[config.mk]
export PLATFORM = sky130hd
export DESIGN_NAME = reconnect_retry_watchdog_flat
export DESIGN_NICKNAME = d
export VERILOG_FILES = /design/src/rtl/rrw_pkg.sv /design/src/rtl/rrw_in_if.sv /design/src/rtl/rrw_out_if.sv /design/src/rtl/reconnect_retry_watchdog.sv /design/src/flat_wrapper.sv
export SDC_FILE = /design/constraint.sdc
export NUM_CORES = 1
export LEC_CHECK = 0
export ABC_AREA = 0
export BUFFER_PORTS_ARGS = -buffer_cell sky130_fd_sc_hd__buf_2
export CAP_MARGIN = 10
export CORE_AREA = 2 2 220 222
export CTS_CLUSTER_SIZE = 20
export DETAILED_ROUTE_END_ITERATION = 12
export DIE_AREA = 0 0 222 224
export GPL_TIMING_DRIVEN = 1
export SYNTH_ARGS = -nofsm -noshare
export SYNTH_HDL_FRONTEND = slang
export SYNTH_SLANG_ARGS = --single-unit
[constraint.sdc]
create_clock -name clk_i -period 8.5 [get_ports clk_i]
set_input_delay 2.55 -clock clk_i [delete_from_list [all_inputs] [get_ports clk_i]]
set_output_delay 2.55 -clock clk_i [all_outputs]
set_load 0.005 [all_outputs]
[src/rtl/rrw_pkg.sv]
package rrw_pkg;

  // Width of every timestamp and time interval.
  localparam int unsigned TimeW  = 32;
  // Width of the reload counter.
  localparam int unsigned CountW = 8;
  // Width of the max_fast_reloads register.
  localparam int unsigned MaxW   = 8;
  // Width used when the counter is compared with the maximum.
  localparam int unsigned CmpW   = (CountW > MaxW) ? CountW : MaxW;

  // APB-side register map.
  localparam int unsigned AddrW  = 4;
  localparam int unsigned DataW  = 32;

  typedef logic [TimeW-1:0]  time_t;
  typedef logic [CountW-1:0] count_t;
  typedef logic [MaxW-1:0]   max_t;
  typedef logic [CmpW-1:0]   cmp_t;

  typedef enum logic [1:0] {
    ActLinkChange = 2'd0,
    ActNetReturn  = 2'd1,
    ActQuery      = 2'd2,
    ActReloadDone = 2'd3
  } action_e;

  typedef enum logic [1:0] {
    RegGrace    = 2'd0,
    RegMaxFast  = 2'd1,
    RegCooldown = 2'd2,
    RegSlow     = 2'd3
  } reg_idx_e;

  localparam time_t  GraceRst    = time_t'(10000);
  localparam max_t   MaxFastRst  = max_t'(3);
  localparam time_t  CooldownRst = time_t'(30000);
  localparam time_t  SlowRst     = time_t'(300000);
  localparam count_t CountMax    = {CountW{1'b1}};

  // True when at least span has passed from then_v to now_v; a time that
  // went backward counts as not yet passed.
  function automatic logic elapsed(input time_t now_v, input time_t then_v,
                                   input time_t span);
    logic [TimeW:0] diff;
    diff = {1'b0, now_v} - {1'b0, then_v};
    return !diff[TimeW] && (diff[TimeW-1:0] >= span);
  endfunction

endpackage

[src/rtl/rrw_in_if.sv]
interface rrw_in_if;
  import rrw_pkg::*;

  logic       valid;
  logic       ready;
  action_e    action;
  logic       link_up;
  time_t      now_ms;

  modport source (output valid, action, link_up, now_ms, input ready);
  modport sink   (input valid, action, link_up, now_ms, output ready);
endinterface

[src/rtl/rrw_out_if.sv]
interface rrw_out_if;
  logic valid;
  logic ready;
  logic reload_due;
  logic link_connected;

  modport source (output valid, reload_due, link_connected, input ready);
  modport sink   (input valid, reload_due, link_connected, output ready);
endinterface

[src/rtl/reconnect_retry_watchdog.sv]
// Path: an accepted input transfer is held in the input register, and its result is then
// registered into the result register, from which it is offered on out_o.
// Throughput: one event per cycle; the input register and the result register
// each advance whenever the result register is empty or is being taken.
// Reset (rst_ni low, asynchronous): link connected, no outage, no reload seen,
// reload count zero, configuration registers back to their defaults.
module reconnect_retry_watchdog (
  input  logic                  clk_i,
  input  logic                  rst_ni,
  rrw_in_if.sink                in_i,
  rrw_out_if.source             out_o,
  input  logic                  psel,
  input  logic                  penable,
  input  logic                  pwrite,
  input  logic [rrw_pkg::AddrW-1:0] paddr,
  input  logic [rrw_pkg::DataW-1:0] pwdata,
  output logic [rrw_pkg::DataW-1:0] prdata,
  output logic                  pready
);
  import rrw_pkg::*;

  // ---------------------------------------------------------------------
  // Configuration registers. Writes complete in the APB access phase; the
  // port never inserts wait states.
  // ---------------------------------------------------------------------
  time_t grace_q, cooldown_q, slow_q;
  max_t  max_fast_q;
  logic  cfg_we;
  reg_idx_e cfg_idx;

  assign pready  = 1'b1;
  assign cfg_we  = psel && penable && pwrite;
  assign cfg_idx = reg_idx_e'(paddr[3:2]);

  always_ff @(posedge clk_i or negedge rst_ni) begin
    if (!rst_ni) begin
      grace_q    <= GraceRst;
      max_fast_q <= MaxFastRst;
      cooldown_q <= CooldownRst;
      slow_q     <= SlowRst;
    end else if (cfg_we) begin
      case (cfg_idx)
        RegGrace:    grace_q    <= pwdata[TimeW-1:0];
        RegMaxFast:  max_fast_q <= pwdata[MaxW-1:0];
        RegCooldown: cooldown_q <= pwdata[TimeW-1:0];
        RegSlow:     slow_q     <= pwdata[TimeW-1:0];
        default: ;
      endcase
    end
  end

  always_comb begin
    prdata = '0;
    case (cfg_idx)
      RegGrace:    prdata = DataW'(grace_q);
      RegMaxFast:  prdata = DataW'(max_fast_q);
      RegCooldown: prdata = DataW'(cooldown_q);
      RegSlow:     prdata = DataW'(slow_q);
      default:     prdata = '0;
    endcase
  end

  // ---------------------------------------------------------------------
  // Input register. An event sits here while its effect on the watchdog state
  // and its result are computed. Both the stage and the result register move
  // together, so back-to-back events see each other's state updates without
  // any forwarding.
  // ---------------------------------------------------------------------
  logic    s1_valid_q;
  action_e s1_action_q;
  logic    s1_up_q;
  time_t   s1_now_q;
  logic    out_valid_q, out_due_q, out_conn_q;
  logic    advance;

  assign advance    = !out_valid_q || out_o.ready;
  assign in_i.ready = !s1_valid_q || advance;

  always_ff @(posedge clk_i or negedge rst_ni) begin
    if (!rst_ni) begin
      s1_valid_q <= 1'b0;
    end else if (in_i.ready) begin
      s1_valid_q <= in_i.valid;
    end
  end

  always_ff @(posedge clk_i) begin
    if (in_i.ready && in_i.valid) begin
      s1_action_q <= in_i.action;
      s1_up_q     <= in_i.link_up;
      s1_now_q    <= in_i.now_ms;
    end
  end

  // ---------------------------------------------------------------------
  // Watchdog state and the per-event update.
  // ---------------------------------------------------------------------
  logic   conn_q, conn_d;
  logic   outage_valid_q, outage_valid_d;
  time_t  outage_start_q, outage_start_d;
  count_t count_q, count_d;
  logic   last_valid_q, last_valid_d;
  time_t  last_time_q, last_time_d;
  logic   due_d;
  cmp_t   eff_max;
  logic   fast_used;
  time_t  interval;

  // A maximum of zero behaves as one.
  assign eff_max   = (max_fast_q == '0) ? cmp_t'(1) : cmp_t'(max_fast_q);
  assign fast_used = cmp_t'(count_q) >= eff_max;
  assign interval  = fast_used ? slow_q : cooldown_q;

  always_comb begin
    conn_d         = conn_q;
    outage_valid_d = outage_valid_q;
    outage_start_d = outage_start_q;
    count_d        = count_q;
    last_valid_d   = last_valid_q;
    last_time_d    = last_time_q;
    due_d          = 1'b0;
    case (s1_action_q)
      ActLinkChange: begin
        if (s1_up_q != conn_q) begin
          conn_d = s1_up_q;
          if (s1_up_q) begin
            // Reconnect wipes the outage and the reload history.
            outage_valid_d = 1'b0;
            outage_start_d = '0;
            count_d        = '0;
            last_valid_d   = 1'b0;
            last_time_d    = '0;
          end else begin
            outage_valid_d = 1'b1;
            outage_start_d = s1_now_q;
          end
        end
      end
      ActNetReturn: begin
        if (!conn_q) begin
          // Backdate the outage so the grace time is already spent. If that
          // would land before time zero, the outage start is dropped.
          if (s1_now_q >= grace_q) begin
            outage_valid_d = 1'b1;
            outage_start_d = s1_now_q - grace_q;
          end else begin
            outage_valid_d = 1'b0;
            outage_start_d = '0;
          end
          // Leave at least one fast attempt available: a used-up count drops to one below the maximum.
          if (fast_used) begin
            count_d = count_t'(eff_max - cmp_t'(1));
          end
        end
      end
      ActQuery: begin
        if (!conn_q && outage_valid_q && elapsed(s1_now_q, outage_start_q, grace_q)) begin
          due_d = !last_valid_q || elapsed(s1_now_q, last_time_q, interval);
        end
      end
      ActReloadDone: begin
        if (count_q != CountMax) begin
          count_d = count_q + count_t'(1);
        end
        last_valid_d   = 1'b1;
        last_time_d    = s1_now_q;
        outage_valid_d = 1'b1;
        outage_start_d = s1_now_q;
      end
      default: ;
    endcase
  end

  logic step;
  assign step = s1_valid_q && advance;

  always_ff @(posedge clk_i or negedge rst_ni) begin
    if (!rst_ni) begin
      conn_q         <= 1'b1;
      outage_valid_q <= 1'b0;
      outage_start_q <= '0;
      count_q        <= '0;
      last_valid_q   <= 1'b0;
      last_time_q    <= '0;
    end else if (step) begin
      conn_q         <= conn_d;
      outage_valid_q <= outage_valid_d;
      outage_start_q <= outage_start_d;
      count_q        <= count_d;
      last_valid_q   <= last_valid_d;
      last_time_q    <= last_time_d;
    end
  end

  // ---------------------------------------------------------------------
  // Result register. It holds a finished result while the sink stalls, and
  // the input register keeps accepting as long as it has room.
  // ---------------------------------------------------------------------
  always_ff @(posedge clk_i or negedge rst_ni) begin
    if (!rst_ni) begin
      out_valid_q <= 1'b0;
    end else if (advance) begin
      out_valid_q <= s1_valid_q;
    end
  end

  always_ff @(posedge clk_i) begin
    if (step) begin
      out_due_q  <= due_d;
      out_conn_q <= conn_d;
    end
  end

  assign out_o.valid          = out_valid_q;
  assign out_o.reload_due     = out_due_q;
  assign out_o.link_connected = out_conn_q;

  // ---------------------------------------------------------------------
  // Assertions.
  // ---------------------------------------------------------------------
  // A reload is never requested while the link is reported connected.
  a_due_only_when_down: assert property (@(posedge clk_i) disable iff (!rst_ni)
    out_o.valid && out_o.reload_due |-> !out_o.link_connected)
    else $error("reload_due raised while link connected");

  // An input transfer never lands on an occupied stage that is not moving.
  a_no_stage_overrun: assert property (@(posedge clk_i) disable iff (!rst_ni)
    in_i.valid && in_i.ready |-> !s1_valid_q || advance)
    else $error("input transfer overwrote a pending event");

  // A stalled result is not replaced by the next event.
  a_result_held: assert property (@(posedge clk_i) disable iff (!rst_ni)
    out_valid_q && !out_o.ready |=> out_valid_q && $stable(out_due_q)
      && $stable(out_conn_q) && $stable(conn_q))
    else $error("result register or state changed during a stall");
endmodule
[src/flat_wrapper.sv]
// flat-port wrapper written by rule: the top's interface ports become plain ports
module reconnect_retry_watchdog_flat import rrw_pkg::*;
  (clk_i, rst_ni, psel, penable, pwrite, paddr, pwdata, prdata, pready, in_i_valid, in_i_action, in_i_link_up, in_i_now_ms, in_i_ready, out_o_valid, out_o_reload_due, out_o_link_connected, out_o_ready);
  rrw_in_if in_i_i ();
  rrw_out_if out_o_i ();
  input  logic clk_i;
  input  logic rst_ni;
  input  logic psel;
  input  logic penable;
  input  logic pwrite;
  input  logic [rrw_pkg::AddrW-1:0] paddr;
  input  logic [rrw_pkg::DataW-1:0] pwdata;
  output logic [rrw_pkg::DataW-1:0] prdata;
  output logic pready;
  input wire logic [$bits(in_i_i.valid)-1:0] in_i_valid;
  input wire logic [$bits(in_i_i.action)-1:0] in_i_action;
  input wire logic [$bits(in_i_i.link_up)-1:0] in_i_link_up;
  input wire logic [$bits(in_i_i.now_ms)-1:0] in_i_now_ms;
  output wire logic [$bits(in_i_i.ready)-1:0] in_i_ready;
  output wire logic [$bits(out_o_i.valid)-1:0] out_o_valid;
  output wire logic [$bits(out_o_i.reload_due)-1:0] out_o_reload_due;
  output wire logic [$bits(out_o_i.link_connected)-1:0] out_o_link_connected;
  input wire logic [$bits(out_o_i.ready)-1:0] out_o_ready;
  assign in_i_i.valid = in_i_valid;
  assign in_i_i.action = in_i_action;
  assign in_i_i.link_up = in_i_link_up;
  assign in_i_i.now_ms = in_i_now_ms;
  assign in_i_ready = in_i_i.ready;
  assign out_o_valid = out_o_i.valid;
  assign out_o_reload_due = out_o_i.reload_due;
  assign out_o_link_connected = out_o_i.link_connected;
  assign out_o_i.ready = out_o_ready;
  reconnect_retry_watchdog u_core (.clk_i(clk_i), .rst_ni(rst_ni), .in_i(in_i_i), .out_o(out_o_i), .psel(psel), .penable(penable), .pwrite(pwrite), .paddr(paddr), .pwdata(pwdata), .prdata(prdata), .pready(pready));
endmodule
* Yosys cells after proc, flatten, opt, wreduce, memory -nomap -nowiden
Cells that the tools add are included.
** Cells by class
- Multiplexer cells :: 27
- Reductions and logical operators :: 30
- Equal/unequal tests :: 13
- $add $sub $neg :: 5
- $lt $le $gt $ge :: 4
** Operators by type and width (count)
- $mux 32 :: 7
- $pmux 32 s4 :: 1
- $ge 32x32->1 :: 3
- $pmux 32 s3 :: 1
- $sub 32x32->33 :: 2
- $pmux 32 s2 :: 1
- $mux 8 :: 6
- $sub 32x32->32 :: 1
- $pmux 8 s3 :: 1
- $reduce_and 2->1 :: 5
- $add 8x1->8 const B :: 1
- $eq 2x2->1 const B :: 4
- $ge 8x8->1 :: 1
- $logic_and 1x1->1 :: 8
- $logic_not 8->1 :: 1
- $mux 1 :: 8
- $ne 2x1->1 const B :: 4
- $ne 8x8->1 const B :: 1
- $reduce_and 4->1 :: 2
- $sub 8x1->8 const B :: 1
- $reduce_and 7->1 :: 1
- $logic_not 1->1 :: 6
- $eq 2x1->1 const B :: 2
- $logic_not 2->1 :: 2
- other kinds (7) :: 9
** Word-level totals
- Input bits :: 78
- Word-level logic and storage cells :: 96
- Register bits :: 218
- Output and inout bits :: 37

* Longest topological paths before layout
- Depth after elaboration :: 7
- Depth in mapped cells :: 25
- Mapped depth without buffers :: 24

* Worst setup path before layout
OpenSTA, ideal clock, no wires.
- Path type :: in2out
- From :: in paddr[3] (netlist bit)
- To :: out prdata[4] (netlist bit)
- Data arrival time :: 3845 ps
- Data required time :: 5950 ps
- Stages :: 3
- Setup slack :: 2105 ps
- Buffers on the path :: 2
- Cells stage by stage :: clkbuf_1 > clkbuf_1 > mux4_2
** On the way
- Longest elaborated chain between the ends :: 2
- Elaborated cells on any way between the ends :: 5
- Classes of those cells :: 3 x eq/ne; 1 x mux; 1 x reduce/logical
** Ends and longest elaborated chain
- start: declaration :: line flat_wrapper.sv:11 : input logic [rrw_pkg::AddrW-1:0] paddr;
- $eq 2x2->1, or another cell as far along :: line reconnect_retry_watchdog.sv:54 : case (cfg_idx)
- $pmux 32 s4 * :: line reconnect_retry_watchdog.sv:54
- end: declaration :: line flat_wrapper.sv:13 : output logic [rrw_pkg::DataW-1:0] prdata;
Mark *: on every way between the ends. The rest lies on a longest branch, timed or not.

* Worst setup path after layout
- From :: in paddr[2] (netlist bit)
- To :: out prdata[9] (netlist bit)
Same word-level chain as after synthesis.

==> reports/results.ini <==
[power_and_ir_drop]
seq_power_share_pct=27.8
sw_frac_of_total_pct=40.4
power_density_nw_per_um2=291
p_int_mw=3.20
combinationalPowerShare_pct=51.1
power.leakage_nw=8.31
ir_drop_mv=0.124
p_sw_mw=2.18
pwr-share-clk_pct=21.1

[logic_synthesis]
syn_avg_cell_area_um2=9.52
ys_types=81
yosysWarnings=0
synth-seq-cells=218
syn_area_um2=16400
synth_fp_nets=1981
synth_edf_count=37
synth_ff_type=dfrtp_1
async_reset_ff_share_pct=83.0
synth-seq-area-share_pct=34.5
synthCells=1725

[grt]
grt_pass1_vias=13179
antenna_found_initial=12
grt_pass1_wl_mm=72.6
track_usage_pct=18.3
grt_max_degree=116
grt_overflow=0

[cts]
cts_resized=0
cts.clk_slew.worst_paths_ps=50
cts_buffers=27
postCtsSetupRepairBufs=0
cts_sinks=218
root_buffer=clkbuf_16
clk_latency_ps=550
h-tree-depth=1
cts_tree=done
ctsHoldBuffers=0
cts_buffer_depth=3

[floorplanning]
die_h_um=224
initial_utilization_pct=34.7
dieArea_um2=49700
die_width_um=222
core_area_um2=47300
num_rows=80
num_io_pins=115

[critical_path]
crit_path_end_kind=output pin
cpPeakStageDelay_ps=420
critPathSlowestCell=buf_4
cp.depth=5
r2r-start=u_core.max_fast_q[2]
crit_fanout=23
critPathBufInv=3
path_delay_family=buffers and inverters
crit_type=input port to output pin
critPathLaunch=paddr[2]
cp-start-kind=input port
reg2reg_slack_ps=1970
path_cells=buf_2 -> buf_4 -> mux2_2 -> a22o_1 -> buf_2
crit_path_frequent_cell=buf_2
r2r_cells=25
worstReg2RegEnd=u_core.out_o.reload_due
required_ps=5950
crit_arrival_ps=4050

[timing]
fmax_mhz=151
whs_ps=477
period_share_pct=77.7
setup_viol=0
period_minus_slack_ps=6600
slew-limit-headroom_pct=23.8
finalHoldViolCount=0
clock_skew_ps=15.4
tightest_slew_ps=1140
maxSlewViolCount=0
rsz0062_at_grt=no
setup_tns_ps=0

[placed_design]
place_inst=2398
place_area_um2=17600
hpwl_mm=35.3
io_buffers=111
gp_congestion=0.901

[detailed_routing]
post_drt_wl_per_cell_um=18.6
viasPerCell=5.40
drt_iter0_drc=714
routed_wirelength_mm=45.5
drc_errors=0
drtAntennaViolNets=0
drt-pass1-iter-count=7
dr_total_vias=13226

[run]
drv_cap=0

[final_layout]
fin_cells=2450
layout_commonest_cell=nand2_1
layout_common_cells=nand2_1 (188), ha_1 (175), dfrtp_1 (158)
area_growth_pct=12.4
fin_area_um2=18500
nFillCells=4654
drive_gt1_share_pct=18.6
finalNetCount=2068

[min_path]
whs_path_depth=2
holdCritStartpoint=u_core.last_time_q[17]
hold_class=register to register
min_to=u_core.last_time_q[17]

[outcome]
outcome=finished, final reports clean

metal layers:
metal  up-vias  track usage, %  wire [um]
li1       6475               -          -
met1      6350            25.0      21600
met2       295            29.6      20200
met3        88            3.37       2370
met4        18            5.49       1270
met5         -               0        116
stage by stage:
stage	setup slack [ps]	util, %	total power, mW
5_1_grt	1600	39.0	5.82
4_1_cts	1880	39.0	5.42
2_1_floorplan	2100	-	3.54
3_5_place_dp	1900	37.1	4.24
3_3_place_gp	1910	37.1	4.16
6_report	1900	39.0	5.38
cell usage after synthesis, drive strengths merged, types with 25 or more instances:
cell type / count / area (um2)
nor3: 25 / 125
mux2: 94 / 1060
a21o: 78 / 586
inv: 136 / 510
a221oi: 28 / 364
nand2: 191 / 719
xor2: 26 / 228
nor2: 54 / 203
edfxtp: 37 / 1110
ha: 175 / 2190
mux2i: 34 / 340
xnor2: 55 / 482
clkbuf: 46 / 173
dfrtp: 158 / 3950
o21ai: 129 / 657
a21oi: 128 / 648
how the worst max path moves through the flow:
stage	endpoint	slack, ps
global placement	prdata[9]	1910
detailed placement	u_core.out_o.reload_due	1900
global route	u_core.out_o.reload_due	1600
finish	prdata[9]	1900
CTS	u_core.out_o.reload_due	1880
floorplan	prdata[4]	2100
area by class of cell:
cell class              instances  area [um2]  area share [%]
well taps                     615         769            4.17
clock inverters                10        85.1           0.461
flip-flops and latches        218        5670            30.7
clock buffers                  39         792            4.29
diodes                          3        7.51          0.0407
multi-input cells            1306        9980            54.0
repair buffers                123         654            3.54
inverters                     136         510            2.76
flip-flops by register name (all words and copies together), names as in the netlist:
signal and count:
u_core.slow_q 32, u_core.s1_valid_q 1, u_core.s1_up_q 1, u_core.grace_q 32
u_core.last_time_q 32, u_core.out_o.reload_due 1, u_core.outage_valid_q 1, u_core.out_o.link_connected 1
u_core.outage_start_q 32, u_core.out_o.valid 1, u_core.conn_q 1, u_core.last_valid_q 1
u_core.count_q 8, u_core.cooldown_q 32, u_core.max_fast_q 8, u_core.s1_now_q 32
u_core.s1_action_q 2
cells by family after synthesis:
logic type | count (synthesis) | synth area share [%]
compound gates | 513 | 21.6
simple gates | 397 | 11.3
fa+ha+maj | 178 | 13.7
other cells | 1 | 0.0228
flops | 218 | 34.5
buf+inv | 201 | 4.94
xor+xnor | 81 | 4.32
mux | 136 | 9.61
worst min-delay path, cell delays in order (launching register included):
cell	delay [ps]
dfrtp_1	340
nand2_1	50
o21ai_0	60
power groups by stage:
stage               clock (mW)  combinational (mW)  sequential (mW)
finish                    1.13                2.75             1.49
global route              1.21                3.09             1.53
CTS                       1.17                2.75             1.49
detailed placement           0                2.74             1.51
global placement             0                2.66             1.50
floorplan                    0                2.09             1.45
Note: power is estimated with default switching activity, not from simulation.
